$ cat src/rtl/isb_pkg.sv
// Shared constants, payload structs and cell control types for the indexed sequence buffer.
package isb_pkg;

	localparam int CAPACITY    = 64;
	localparam int VALUE_WIDTH = 32;
	localparam int OP_W        = 3;
	localparam int POS_W       = 7;
	localparam int DATA_W      = 32;
	localparam int CNT_W       = $clog2(CAPACITY + 1);
	localparam int GROUP       = 8;
	localparam int GROUPS      = (CAPACITY + GROUP - 1) / GROUP;
	localparam int XW          = (VALUE_WIDTH > DATA_W) ? VALUE_WIDTH : DATA_W;

	typedef enum logic [OP_W-1:0] {
		OP_READ      = 3'd0,
		OP_WRITE     = 3'd1,
		OP_APPEND    = 3'd2,
		OP_POP_BACK  = 3'd3,
		OP_INSERT    = 3'd4,
		OP_ERASE     = 3'd5,
		OP_ERASE_RUN = 3'd6,
		OP_CLEAR     = 3'd7
	} op_t;

	typedef logic [VALUE_WIDTH-1:0] value_t;

	typedef struct packed {
		logic [OP_W-1:0]   op;
		logic [POS_W-1:0]  position;
		logic [DATA_W-1:0] data_value;
		logic [POS_W-1:0]  run_length;
	} req_t;

	typedef struct packed {
		logic [DATA_W-1:0] read_value;
		logic [DATA_W-1:0] front_value;
		logic [DATA_W-1:0] back_value;
		logic [POS_W-1:0]  length;
		logic              is_empty;
		logic              error;
	} rsp_t;

	typedef enum logic [1:0] {
		CELL_HOLD,
		CELL_WRITE,
		CELL_INSERT,
		CELL_DOWN
	} cell_cmd_t;

	typedef struct packed {
		cell_cmd_t cmd;
		value_t    wdata;
	} cell_ctl_t;

	function automatic value_t to_value(logic [DATA_W-1:0] d);
		logic [XW-1:0] t;
		t = XW'(d);
		return t[VALUE_WIDTH-1:0];
	endfunction

	function automatic logic [DATA_W-1:0] to_field(value_t v);
		logic [XW-1:0] t;
		t = XW'(v);
		return t[DATA_W-1:0];
	endfunction

endpackage

$ cat src/rtl/isb_cell.sv
// One storage cell of the sequence chain, loading from itself, its neighbors or the write bus.
module isb_cell (
	input  logic               clk,
	input  isb_pkg::cell_ctl_t ctl,
	input  logic               hit,
	input  logic               above,
	input  isb_pkg::value_t    prev_val,
	input  isb_pkg::value_t    next_val,
	output isb_pkg::value_t    val
);
	import isb_pkg::*;

	value_t val_q;

	always_ff @(posedge clk) begin
		case (ctl.cmd)
			CELL_WRITE: begin
				if (hit) begin
					val_q <= ctl.wdata;
				end
			end
			CELL_INSERT: begin
				if (hit) begin
					val_q <= ctl.wdata;
				end else if (above) begin
					val_q <= prev_val;
				end
			end
			CELL_DOWN: begin
				if (hit || above) begin
					val_q <= next_val;
				end
			end
			default: begin
			end
		endcase
	end

	assign val = val_q;

endmodule

$ cat config.mk
export PLATFORM = sky130hd
export DESIGN_NAME = isb_cell
export DESIGN_NICKNAME = d
export VERILOG_FILES = /design/src/rtl/isb_pkg.sv /design/src/rtl/isb_cell.sv
export SDC_FILE = /design/constraint.sdc
export NUM_CORES = 1
export LEC_CHECK = 0
export BUFFER_PORTS_ARGS = -buffer_cell sky130_fd_sc_hd__clkbuf_2
export CAP_MARGIN = 20
export CORE_MARGIN = 8
export CORE_UTILIZATION = 35
export CTS_BUF_LIST = sky130_fd_sc_hd__clkbuf_2 sky130_fd_sc_hd__clkbuf_4 sky130_fd_sc_hd__clkbuf_8
export DETAILED_ROUTE_END_ITERATION = 8
export HOLD_SLACK_MARGIN = 0.06
export MAX_ROUTING_LAYER = met4
export PLACE_DENSITY_LB_ADDON = 0.25
export SETUP_SLACK_MARGIN = 0.3
export SYNTH_ARGS = -nofsm -noshare
export SYNTH_HDL_FRONTEND = slang
export SYNTH_SLANG_ARGS = --single-unit
$ cat constraint.sdc
create_clock -name clk -period 3.48 [get_ports clk]
set_clock_uncertainty 0.1 [all_clocks]
set_input_delay 0.696 -clock clk [delete_from_list [all_inputs] [get_ports clk]]
set_output_delay 0.696 -clock clk [all_outputs]
set_load 0.01 [all_outputs]
After elaboration in Yosys (flattened, before gate mapping)
Index checks and enable logic that the tools add are counted.
- bits in registers: 32
- input port bits: 101
- output and inout bits: 32
- logic and storage cells: 15
- eq/ne operators: 6
- mux-type cells: 5
- reductions and logical operators: 3
- operator list (operator ; count):
    2-to-1 mux 32 bit ; 4
    one-hot mux 32 bit (3 select lines) ; 1
    equality test 2 bit (second input constant) ; 2
    != test 2 bit (second input constant) ; 2
    AND reduction 4 bit ; 1
    != test 3 bit (second input constant) ; 1
    nonzero test 3 bit ; 1
    equality test 2 x 1 -> 1 bit (second input constant) ; 1
    logical OR 1 bit ; 1

Logic depth before layout (Yosys ltp)
Gate-level depths: netlist (run 1).
- word-level depth: 3
- depth in mapped cells: 5
- depth with buffers taken out: 3

Worst setup path after synthesis (run 1)
OpenSTA, ideal clock, no wires.
- path kind: in2reg
- start: input port ctl[33] (netlist bit)
- end: register val_q[0] (netlist: val[0]) (enable)
- library setup time: 421 ps
- data arrival time: 2529 ps
- required time: 2959 ps
- setup slack: 430 ps
- stages on the path: 4
- path buffers: 2
- path through: buf_4 > clkbuf_1 > a21oi_1 > nor2_1
- cells in the longest elaborated chain, start to end: 3
- elaborated cells between the ends (all ways): 8
- those cells by class: eq/ne (6); reduce/logical (2)
- ends and longest elaborated chain (item ; line ; RTL):
    start: declaration ; isb_cell.sv:4 ; input isb_pkg::cell_ctl_t ctl,
    equality test 2 bit / equality test 2 x 1 -> 1 bit (equally long branches) ; isb_cell.sv:16 ; case (ctl.cmd)
    != test 3 bit (no source line), or another cell as far along ; -- ;
    AND reduction 4 bit (no source line) (*) ; -- ;
    end signal: assignment ; isb_cell.sv:19 ; val_q <= ctl.wdata;
    end signal: assignment ; isb_cell.sv:24 ; val_q <= ctl.wdata;
    end signal: assignment ; isb_cell.sv:26 ; val_q <= prev_val;
    end: declaration ; isb_cell.sv:13 ; value_t val_q;
Every way passes the cells marked *; elsewhere a longest branch is shown, timed or not.
A chain may end at the register's enable or synchronous reset.

Worst setup path after layout (run 1)
- start: input port ctl[32] (netlist bit)
- end: register val_q[2] (netlist: val[2]) (data pin)
- cells in the longest elaborated chain, start to end: 2
- elaborated cells between the ends (all ways): 4
- those cells by class: eq/ne (3); mux (1)
- ends and longest elaborated chain (item ; line):
    equality test 2 bit / equality test 2 x 1 -> 1 bit (equally long branches) ; isb_cell.sv:16
    one-hot mux 32 bit (3 select lines) (*) ; isb_cell.sv:16
Marks and branches as above.

==> results.md, run 1 <==
- DRT iter0 DRCs: 91
- Core box area: 5010 µm²
- Final period util: 0.5697
- Total area of multi-input combinational cells: 726.9 µm²
- Dpl ws: 1.204 ns
- DRC violations left: 0
- Setup TNS Final: 0 ns
- Lkg Pwr: 1.117 nW
- IO buf count: 132
- Setup Viol. Count Final: 0
- Global-route wire length before repair: 9.349 mm
- N_diodes: 0
- Post-synthesis cell type count: 14
- PostCTS Resize Cnt: 0
- Final core utilization: 0.5137
- Worst-margin pin slew: 0.4891 ns
- Headroom to the max-slew limit: 0.6732
- CP Class: in2reg
- HPWL after DPL: 4.616 mm
- Io pins: 133
- Avg Vias per Cell: 5.211
- Hold path cells: 3
- Syn_nets: 253
- Synthesis-stage register bit count: 32
- Root Driver: clkbuf_8
- Via count: 1824
- Synthesized cell area: 1790 µm²
- Critical path peak fanout: 22
- Post-DRT Antenna Nets: 0
- RD Place Congestion: 0.7481
- Filler Cell Count: 494
- Router iterations before antenna repair: 4
- RSZ-0062 raised after global routing: no
- PnR worst setup slack: 1.497 ns
- Clock sinks: 32
- Synth Instances: 152
- Register area: 960.9 µm²
- Crit path time final: 1.983 ns
- Status: completed
- Die area: 7661 µm²
- Worst Hold Class: in2reg
- Register area share after synthesis: 0.5367
- Worst path required time: 3.41 ns
- DIE HEIGHT: 87.53 µm
- Final Max Tran Viols: 0
- Hold Fails Final Rpt: 0
- Total gr overflow: 0
- Vias in the first global route: 1967
- Clk slew on worst S/H paths: 0.07 ns
- Initial antenna violation count: 0
- Post-CTS Setup Bufs: 0
- CP Data Arrival Time: 1.91 ns
- Element type at the critical path end: register
- Max FFs per register: 32
- Worst vdd rail ir drop: 207.6 µV
- CP startpoint kind: input pin
- H-tree levels: 2
- PD cells: 403.7 nW/µm²
- Achievable frequency: 0.5044 GHz
- Total of max-cap violations: 0
- TritonCTS clock tree: done
- Final wirelength: 6.030 mm
- Num CTS Buffers: 5
- Ratio of cells with drive above 1 in the final layout: 0.5607
- Largest net degree at the start of global routing: 33
- Ys Warns: 0
- Synth-to-layout area growth: 43.75%
- Nets: 380
- Starting Density: 0.3574
- Maximum clock insertion buffer count: 2
- Syn avg cell area: 11.78 µm²
- Row count: 26
- Hold_sp: next_val[21]
- Chip width: 87.53 µm
- Hold endpoint: val[21]
- Hold_buf cts: 0
- WL/cell: 17.23 µm
- All-Layer GR Usage: 0.1596
## logic make-up (layout without fill, tap and decap cells)
family | Yosys count | count (layout) | synth area share
AOI/OAI and AO/OA | 64 | 64 | 0.2998
buffers and inverters | 17 | 145 | 0.06149
and+or+nand+nor | 39 | 39 | 0.1020
DFF | 32 | 32 | 0.5367
## cells in the mapped netlist, drive strengths merged
library cell / n / share of area
buf: 14 / 0.055
nor3: 2 / 0.011
edfxtp: 32 / 0.54
o22ai: 32 / 0.11
nand2b: 2 / 0.015
nor2: 33 / 0.069
a21oi: 1 / 0.0028
o32ai: 31 / 0.19
nor3b: 1 / 0.0042
clkbuf: 3 / 0.0063
nand2: 1 / 0.0021
## through the flow
stage | total power, mW | instances | instance area (µm²) | hold WS, ns
floorplan | 0.6308 | 152 | 1790 | 0.8188
global placement | 0.7605 | 342 | 2486 | 0.9052
detailed placement | 0.7638 | 342 | 2486 | 0.9175
CTS | 1.055 | 350 | 2574 | 0.6222
global route | 1.099 | 350 | 2574 | 0.6328
finish | 1.039 | 350 | 2574 | 0.6352
## layout make-up
type / count / area share
clock buffers: 7 / 0.03257
well taps: 70 / 0.03403
repair buffers: 137 / 0.2761
multi-input cells: 103 / 0.2824
clock inverters: 1 / 0.001458
flip-flops and latches: 32 / 0.3734
## placed cells by master (no fill, tap or decap)
cell type / instances
o22ai_1: 32
o32ai_2: 8
clkinv_1: 1
nor3b_1: 1
nor2_1: 32
nand2b_4: 2
nor3_2: 2
clkbuf_4: 2
nor2_4: 1
buf_4: 4
o32ai_1: 23
a21oi_1: 1
edfxtp_1: 32
clkbuf_8: 5
clkbuf_2: 132
buf_12: 1
nand2_1: 1
## power breakdown
part / internal, mW / switching (mW)
combinational: 0.115 / 0.139
sequential: 0.485 / 0.0131
clock: 0.155 / 0.132
## worst max-delay path by stage
stage                        from       to  slack (ns)  cells after the start
final                     ctl[32]   val[2]        1.50                      6
after global routing      ctl[32]  val[26]        1.38                      6
after CTS                 ctl[32]   val[2]        1.51                      6
after detailed placement  ctl[32]   val[2]        1.20                      6
after global placement    ctl[32]  val[23]        1.21                      6
after floorplan           ctl[33]   val[0]        0.43                      4
## layer usage
| metal | GRT usage | up-vias | part of all wire |
|---|---|---|---|
| li1 | - | 895 | - |
| met1 | 0.1822 | 836 | 0.41 |
| met2 | 0.2562 | 89 | 0.49 |
| met3 | 0.06132 | 4 | 0.095 |
| met4 | 0.04063 | 0 | 0.0063 |
| met5 | - | - | 0 |
## worst max-delay path, cell delays in order
cell	delay, ns
clkbuf_2	0.28
buf_4	0.36
nand2_1	0.11
buf_4	0.22
o22ai_1	0.17
nor2_1	0.06
No activity file was read; power rests on OpenSTA's default activity.
==> inputs of run 2 (changes only) <==
--- a/config.mk
+++ b/config.mk
@@ -5,6 +5,7 @@
 export SDC_FILE = /design/constraint.sdc
 export NUM_CORES = 1
 export LEC_CHECK = 0
+export ABC_AREA = 1
 export BUFFER_PORTS_ARGS = -buffer_cell sky130_fd_sc_hd__clkbuf_2
 export CAP_MARGIN = 20
 export CORE_MARGIN = 8
==> constraint.sdc (replaced) <==
create_clock -name clk -period 1.68 [get_ports clk]
set_clock_uncertainty 0.1 [all_clocks]
set_input_delay 0.336 -clock clk [delete_from_list [all_inputs] [get_ports clk]]
set_output_delay 0.336 -clock clk [all_outputs]
set_load 0.01 [all_outputs]
==> run 2 against run 1 <==
Net effect:
- critical path depth is 1 lower
- core utilization decreased by 2.2 points
- sequential power rose by 110%
- highest routed layer unchanged
- cell area grew 29%
- setup slack got worse by 1.1 ns
- cell count increased by 69%
- largest power group unchanged
==> results.md, run 2 <==
- Worst vdd rail ir drop: 319.6 µV (was 207.6 µV)
- Crit path time final: 1.296 ns
- Post-Synth XOR/XNOR Area: 0 (unchanged)
- Ys flop type: edfxtp_1 (unchanged)
- All-Layer GR Usage: 0.1525 (was 0.1596)
- Largest net degree at the start of global routing: 33 (unchanged)
- Power share of the clock group: 0.304 (was 0.276)
- Maximum clock insertion buffer count: 2 (unchanged)
- CP startpoint kind: input pin (unchanged)
- NetSw: 687.1 µW (was 283.6 µW)
- Vias in the first global route: 2616 (was 1967)
- Post-synthesis mux area share: 0 (unchanged)
- Total gr overflow: 0 (unchanged)
- CP Data Arrival Time: 1.34 ns (was 1.91 ns)
- Syn avg cell area: 6.424 µm² (was 11.78 µm²)
- Synth Area in Simple Gates: 0.3895 (was 0.1020)
- Io pins: 133 (unchanged)
- Status: completed (unchanged)
- RSZ-0062 raised after global routing: no (unchanged)
- PD cells: 721.6 nW/µm² (was 403.7 nW/µm²)
- Chip width: 99.41 µm (was 87.53 µm)
- Setup Viol. Count Final: 0 (unchanged)
- Clock sinks: 32 (unchanged)
- Nets: 612 (was 380)
- Hold Fails Final Rpt: 0 (unchanged)
- Achievable frequency: 0.7718 GHz
- HPWL after DPL: 6.023 mm (was 4.616 mm)
- Largest family of logic cells by synthesized area: simple AND/OR/NAND/NOR gates (was compound AO/OA/AOI/OAI gates)
- N_diodes: 0 (unchanged)
- PnR worst setup slack: 0.3843 ns (was 1.497 ns)
- Router iterations before antenna repair: 4 (unchanged)
- CP Class: in2reg (unchanged)
- Global-route wire length before repair: 11.94 mm (was 9.349 mm)
- Ranking of synthesized cells by area: edfxtp_1 (39%), nand2_1 (25%), inv_1 (15%), nand3_1 (13%), buf_4 (2.5%) (was edfxtp_1 (54%), o32ai_1 (11%), o22ai_1 (11%), o32ai_2 (7.3%), nor2_1 (6.9%))
- Post-Place Cells: 583 (was 342)
- Synth top area share: 0.3947 (was 0.5367)
- Switching portion of total power: 0.2868 (was 0.2729)
- Adder-cell share of the synthesized area: 0 (unchanged)
- WL/cell: 12.92 µm (was 17.23 µm)
- EDFF count, synth: 32 (unchanged)
- Row count: 30 (was 26)
- Synth-to-layout area growth: 36.33% (was 43.75%)
- Starting Density: 0.3604 (was 0.3574)
- Cell type with the largest total area after synthesis: edfxtp_1 (unchanged)
- H-tree levels: 2 (unchanged)
- Final core utilization: 0.4913 (was 0.5137)
- Async set-reset flop share out of synthesis: 0 (unchanged)
- Final wirelength: 7.648 mm (was 6.030 mm)
- Clk slew on worst S/H paths: 0.07 ns (about the same)
- Seq pwr share: 0.432 (was 0.480)
- Via count: 2606 (was 1824)
- Final period util: 0.7713
- Core box area: 6756 µm² (was 5010 µm²)
- Hold WS: 0.3157 ns (was 0.6352 ns)
- Post-CTS Setup Bufs: 0 (unchanged)
- Post-DRT Antenna Nets: 0 (unchanged)
- Comb power frac: 0.264 (was 0.244)
- Most frequent cells in the layout: nand2_1 (160), clkbuf_2 (132), inv_1 (96) (was clkbuf_2 (132), o22ai_1 (32), nor2_1 (32), edfxtp_1 (32), o32ai_1 (23))
- Top-count cell post-synth: nand2_1 (was nor2_1)
- Initial antenna violation count: 0 (unchanged)
- Synth Instances: 379 (was 152)
- Non-filler instance count after layout: 592 (was 350)
- RD Place Congestion: 0.8258 (was 0.7481)
- DRT iter0 DRCs: 122 (was 91)
- Max FFs per register: 32 (unchanged)
- Lkg Pwr: 2.073 nW (was 1.117 nW)
- Dpl ws: 0.09219 ns (was 1.204 ns)
- DIE HEIGHT: 99.41 µm (was 87.53 µm)
- IO buf count: 132 (unchanged)
- DRC violations left: 0 (unchanged)
- Post-synthesis cell type count: 11 (was 14)
- Commonest cells in the netlist: nand2_1 (161), inv_1 (97), nand3_1 (64) (was nor2_1 (33), edfxtp_1 (32), o22ai_1 (32))
- Final Max Tran Viols: 0 (unchanged)
- Element type at the critical path end: register (unchanged)
- Commonest non-fill, non-tap cell in the layout: nand2_1 (was clkbuf_2)
- Total of max-cap violations: 0 (unchanged)
- Register area share after synthesis: 0.3947 (was 0.5367)
- Die area: 9881 µm² (was 7661 µm²)
- TritonCTS clock tree: done (unchanged)
- Worst path required time: 1.73 ns (was 3.41 ns)
- Pint: 1.708 mW (was 755.4 µW)
- Critical path peak fanout: 25 (was 22)
- Root Driver: clkbuf_8 (unchanged)
- Headroom to the max-slew limit: 0.7033 (was 0.6732)
- Synth Area in Compound Gates: 0.002055 (was 0.2998)
- Avg Vias per Cell: 4.402 (was 5.211)
- Synthesis-stage register bit count: 32 (unchanged)
- Worst-margin pin slew: 0.4440 ns (was 0.4891 ns)
- Ratio of cells with drive above 1 in the final layout: 0.3066 (was 0.5607)
- Syn_nets: 480 (was 253)
- Num CTS Buffers: 5 (unchanged)
- Worst Hold Class: in2reg (unchanged)
- Synthesized cell area: 2435 µm² (was 1790 µm²)
- Ys Warns: 0 (unchanged)
[run 2: timing repair]
item | 4_1_cts | 5_1_grt
gates resized for setup | 0 | 0
setup endpoints to repair | 0 | 1
hold buffers | 0 | 0
[run 2: final timing paths]
kind	start	cells after the start	to
worst max-delay path	ctl[33]	5	val[9]
worst min-delay path	ctl[23]	5	val[23]
[run 2: cells by family after synthesis]
| logic type | after synthesis |
|---|---|
| and+or+nand+nor | 227 |
| buffers and inverters | 119 |
| DFF | 32 |
| AOI/OAI and AO/OA | 1 |
[run 2: layout make-up]
cell class                 count  area, µm²
fill                         722       3437
clock inverter                 3      37.54
inverter                      98      372.9
tap                           80      100.1
sequential                    32      960.9
timing repair buffer         145      795.8
multi-input combinational    229      983.4
clock buffer                   5      68.82
[run 2: power groups by stage]
stage / logic [mW] / clock network, mW / registers (mW)
after global routing: 0.710 / 0.782 / 1.05
after global placement: 0.629 / 0 / 1.05
after detailed placement: 0.638 / 0 / 1.05
after CTS: 0.639 / 0.744 / 1.04
final: 0.633 / 0.727 / 1.04
after floorplan: 0.289 / 0 / 1.10
[run 2: per-layer routing]
metal	vias to the layer above	part of all wire	track usage
li1	1386	-	-
met1	1127	0.46	0.1837
met2	85	0.48	0.2500
met3	8	0.050	0.03492
met4	0	0.012	0.04191
met5	-	0	-
[run 2: critical path: stages]
cell and delay (ns):
clkbuf_2 0.19, inv_4 0.17, nor2_4 0.42, nand3_1 0.13, nand2_1 0.09
[run 2: metrics by stage]
stage	cell area [µm²]	total power, mW	TNS, ns
finish	3319	2.395	0
global route	3319	2.538	0
CTS	3308	2.419	0
detailed placement	3202	1.690	0
global placement	3202	1.682	0
floorplan	2484	1.393	-0.4982
==> inputs of run 3 (changes only) <==
==> constraint.sdc (replaced) <==
create_clock -name clk -period 1.15 [get_ports clk]
set_clock_uncertainty 0.1 [all_clocks]
set_input_delay 0.23 -clock clk [delete_from_list [all_inputs] [get_ports clk]]
set_output_delay 0.23 -clock clk [all_outputs]
set_load 0.01 [all_outputs]
==> run 3 against run 2 <==
Net effect:
- the run now ends with setup timing left
- via count grew 13%
- sequential cell count stayed put
- wire length rose by 27%
- core utilization increased by 18 points
- non-clock buffer count up 32
- first-iteration DRC count fell by 12%
- hold slack lost 0.13 ns
- global-route usage grew 4.3 points
==> results.md, run 3 (synthesis results as in run 2) <==
- Status: finished, violations left (was completed)
- Failing checks: setup timing
- CP Class: reg2out (was in2reg)
- PD cells: 900.3 nW/µm² (was 721.6 nW/µm²)
- Hold WS: 0.1894 ns (was 0.3157 ns)
- Commonest non-fill, non-tap cell in the layout: nand2_1 (unchanged)
- Lkg Pwr: 2.600 nW (was 2.073 nW)
- Io pins: 133 (unchanged)
- HPWL after DPL: 6.044 mm (was 6.023 mm)
- RSZ-0062 raised after global routing: yes (was no)
- Avg Vias per Cell: 4.690 (was 4.402)
- Post-DRT Antenna Nets: 0 (unchanged)
- All-Layer GR Usage: 0.1951 (was 0.1525)
- Ratio of cells with drive above 1 in the final layout: 0.4872 (was 0.3066)
- Post-Place Cells: 587 (was 583)
- Setup Viol. Count Final: 5 (was 0)
- Hold_sp: prev_val[22] (was ctl[23])
- Comb power frac: 0.357 (was 0.264)
- Pint: 2.817 mW (was 1.708 mW)
- TritonCTS clock tree: done (unchanged)
- H-tree levels: 2 (unchanged)
- Total of max-cap violations: 0 (unchanged)
- Final Max Tran Viols: 0 (unchanged)
- Achievable frequency: 0.8370 GHz
- WP buf/inv: 1 (was 2)
- Non-filler instance count after layout: 626 (was 592)
- DIE HEIGHT: 99.41 µm (unchanged)
- Worst vdd rail ir drop: 538.3 µV (was 319.6 µV)
- Die area: 9881 µm² (unchanged)
- PnR worst setup slack: -0.04479 ns (was 0.3843 ns)
- Worst Hold Class: in2reg (unchanged)
- DRT iter0 DRCs: 107 (was 122)
- Maximum clock insertion buffer count: 2 (unchanged)
- Core box area: 6756 µm² (unchanged)
- Clock sinks: 32 (unchanged)
- Final wirelength: 9.697 mm (was 7.648 mm)
- Crit-path cells: clkbuf_2 (was clkbuf_2 -> inv_4 -> nor2_4 -> nand3_1 -> nand2_1)
- Tot Pwr: 4.061 mW (was 2.395 mW)
- Final period util: 1.039
- Nets: 646 (was 612)
- Total gr overflow: 0 (unchanged)
- RD Place Congestion: 0.7842 (was 0.8258)
- DRC violations left: 0 (unchanged)
- CP startpoint kind: register (was input pin)
- Router iterations before antenna repair: 4 (unchanged)
- Power share of the clock group: 0.271 (was 0.304)
- Vias in the first global route: 3126 (was 2616)
- Headroom to the max-slew limit: 0.8414 (was 0.7033)
- Row count: 30 (unchanged)
- Setup TNS Final: -0.07790 ns (was 0 ns)
- IO buf count: 132 (unchanged)
- Clk slew on worst S/H paths: 0.08 ns (was 0.07 ns)
- Hold path cells: 5 (unchanged)
- Starting Density: 0.3604 (unchanged)
- Hold Fails Final Rpt: 0 (unchanged)
- Most frequent cells in the layout: nand2_1 (121), clkbuf_2 (117), inv_1 (96) (was nand2_1 (160), clkbuf_2 (132), inv_1 (96))
- Crit path time final: 1.195 ns
- Synth-to-layout area growth: 85.25% (was 36.33%)
- Max FFs per register: 32 (unchanged)
- Max stage delay cell, worst path: edfxtp_1 (was nor2_4)
- Crit-path leading delay family: flip-flops (was simple AND/OR/NAND/NOR gates)
- CP Data Arrival Time: 0.86 ns (was 1.34 ns)
- Worst path required time: 0.82 ns (was 1.73 ns)
- Critical path peak fanout: 1 (was 25)
- Largest net degree at the start of global routing: 19 (was 33)
- Root Driver: clkbuf_8 (unchanged)
- NetSw: 1.243 mW (was 687.1 µW)
- Chip width: 99.41 µm (unchanged)
- Via count: 2936 (was 2606)
- Initial antenna violation count: 0 (unchanged)
- Global-route wire length before repair: 14.84 mm (was 11.94 mm)
- Worst-margin pin slew: 0.2379 ns (was 0.4440 ns)
- Num CTS Buffers: 5 (unchanged)
- Slowest cell delay on critical path: 0.42 ns (about the same)
- WL/cell: 15.49 µm (was 12.92 µm)
- Seq pwr share: 0.372 (was 0.432)
- Element type at the critical path end: output port (was register)
- Switching portion of total power: 0.3062 (was 0.2868)
- N_diodes: 0 (unchanged)
- Dpl ws: -0.2236 ns (was 0.09219 ns)
- Hold endpoint: val[22] (was val[23])
[run 3: cell count changes in the layout (fill, tap and decap cells not counted), moves of 4 or more]
cell / previous run / this run
buf_6: 0 / 11
nand2_2: 0 / 14
buf_16: 0 / 9
buf_4: 10 / 3
buf_8: 0 / 8
buf_2: 0 / 11
nand3_1: 64 / 29
nand2_1: 160 / 121
clkbuf_2: 132 / 117
buf_12: 3 / 14
clkbuf_16: 0 / 4
nand3_2: 0 / 35
nand2_4: 1 / 26
[run 3: area by class of cell]
class                   instances  area, µm²
repair inverters                1      16.27
fillers                       566       2246
repair buffers                177       1535
clock inverters                 3      37.54
flip-flops and latches         32      960.9
clock buffers                   5      68.82
inverters                      98      396.6
multi-input cells             230       1395
well taps                      80      100.1
[run 3: repair_timing]
item                                    4_1_cts  5_1_grt
pin swaps                                    49       51
endpoints found under the hold margin         0        0
resized for setup                           146       45
endpoints found under the setup margin       96       96
hold buffers                                  0        0
gates cloned                                 13        1
buffers inserted                             15        2
[run 3: worst max-delay path by stage]
stage | start | slack (ns) | cells after the start | end
CTS | val[19] | -0.04 | 1 | val[19]
floorplan | ctl[33] | -0.44 | 4 | val[0]
global placement | ctl[32] | -0.21 | 4 | val[2]
global route | val[19] | -0.06 | 1 | val[19]
finish | val[19] | -0.04 | 1 | val[19]
detailed placement | ctl[33] | -0.22 | 5 | val[3]
[run 3: power by group through the flow]
| stage | sequential (mW) | combinational (mW) | clock [mW] |
|---|---|---|---|
| final | 1.51 | 1.45 | 1.10 |
| after global routing | 1.52 | 1.56 | 1.15 |
| after CTS | 1.51 | 1.37 | 1.10 |
| after detailed placement | 1.54 | 0.945 | 0 |
| after global placement | 1.54 | 0.928 | 0 |
| after floorplan | 1.61 | 0.423 | 0 |
[run 3: stage by stage]
| step | util | instance area [µm²] |
|---|---|---|
| 6_report | 0.6676 | 4511 |
| 5_1_grt | 0.6676 | 4511 |
| 4_1_cts | 0.6406 | 4328 |
| 3_5_place_dp | 0.4787 | 3234 |
| 3_3_place_gp | 0.4787 | 3234 |
| 2_1_floorplan | - | 2486 |
[run 3: metal layers]
metal,wire length (µm),global-route usage,part of all wire,up-vias
met5,0,-,0,-
met4,236,0.08149,0.024,0
met3,586,0.03771,0.060,17
met2,4939,0.3502,0.51,115
met1,3934,0.2046,0.41,1341
li1,-,-,-,1463
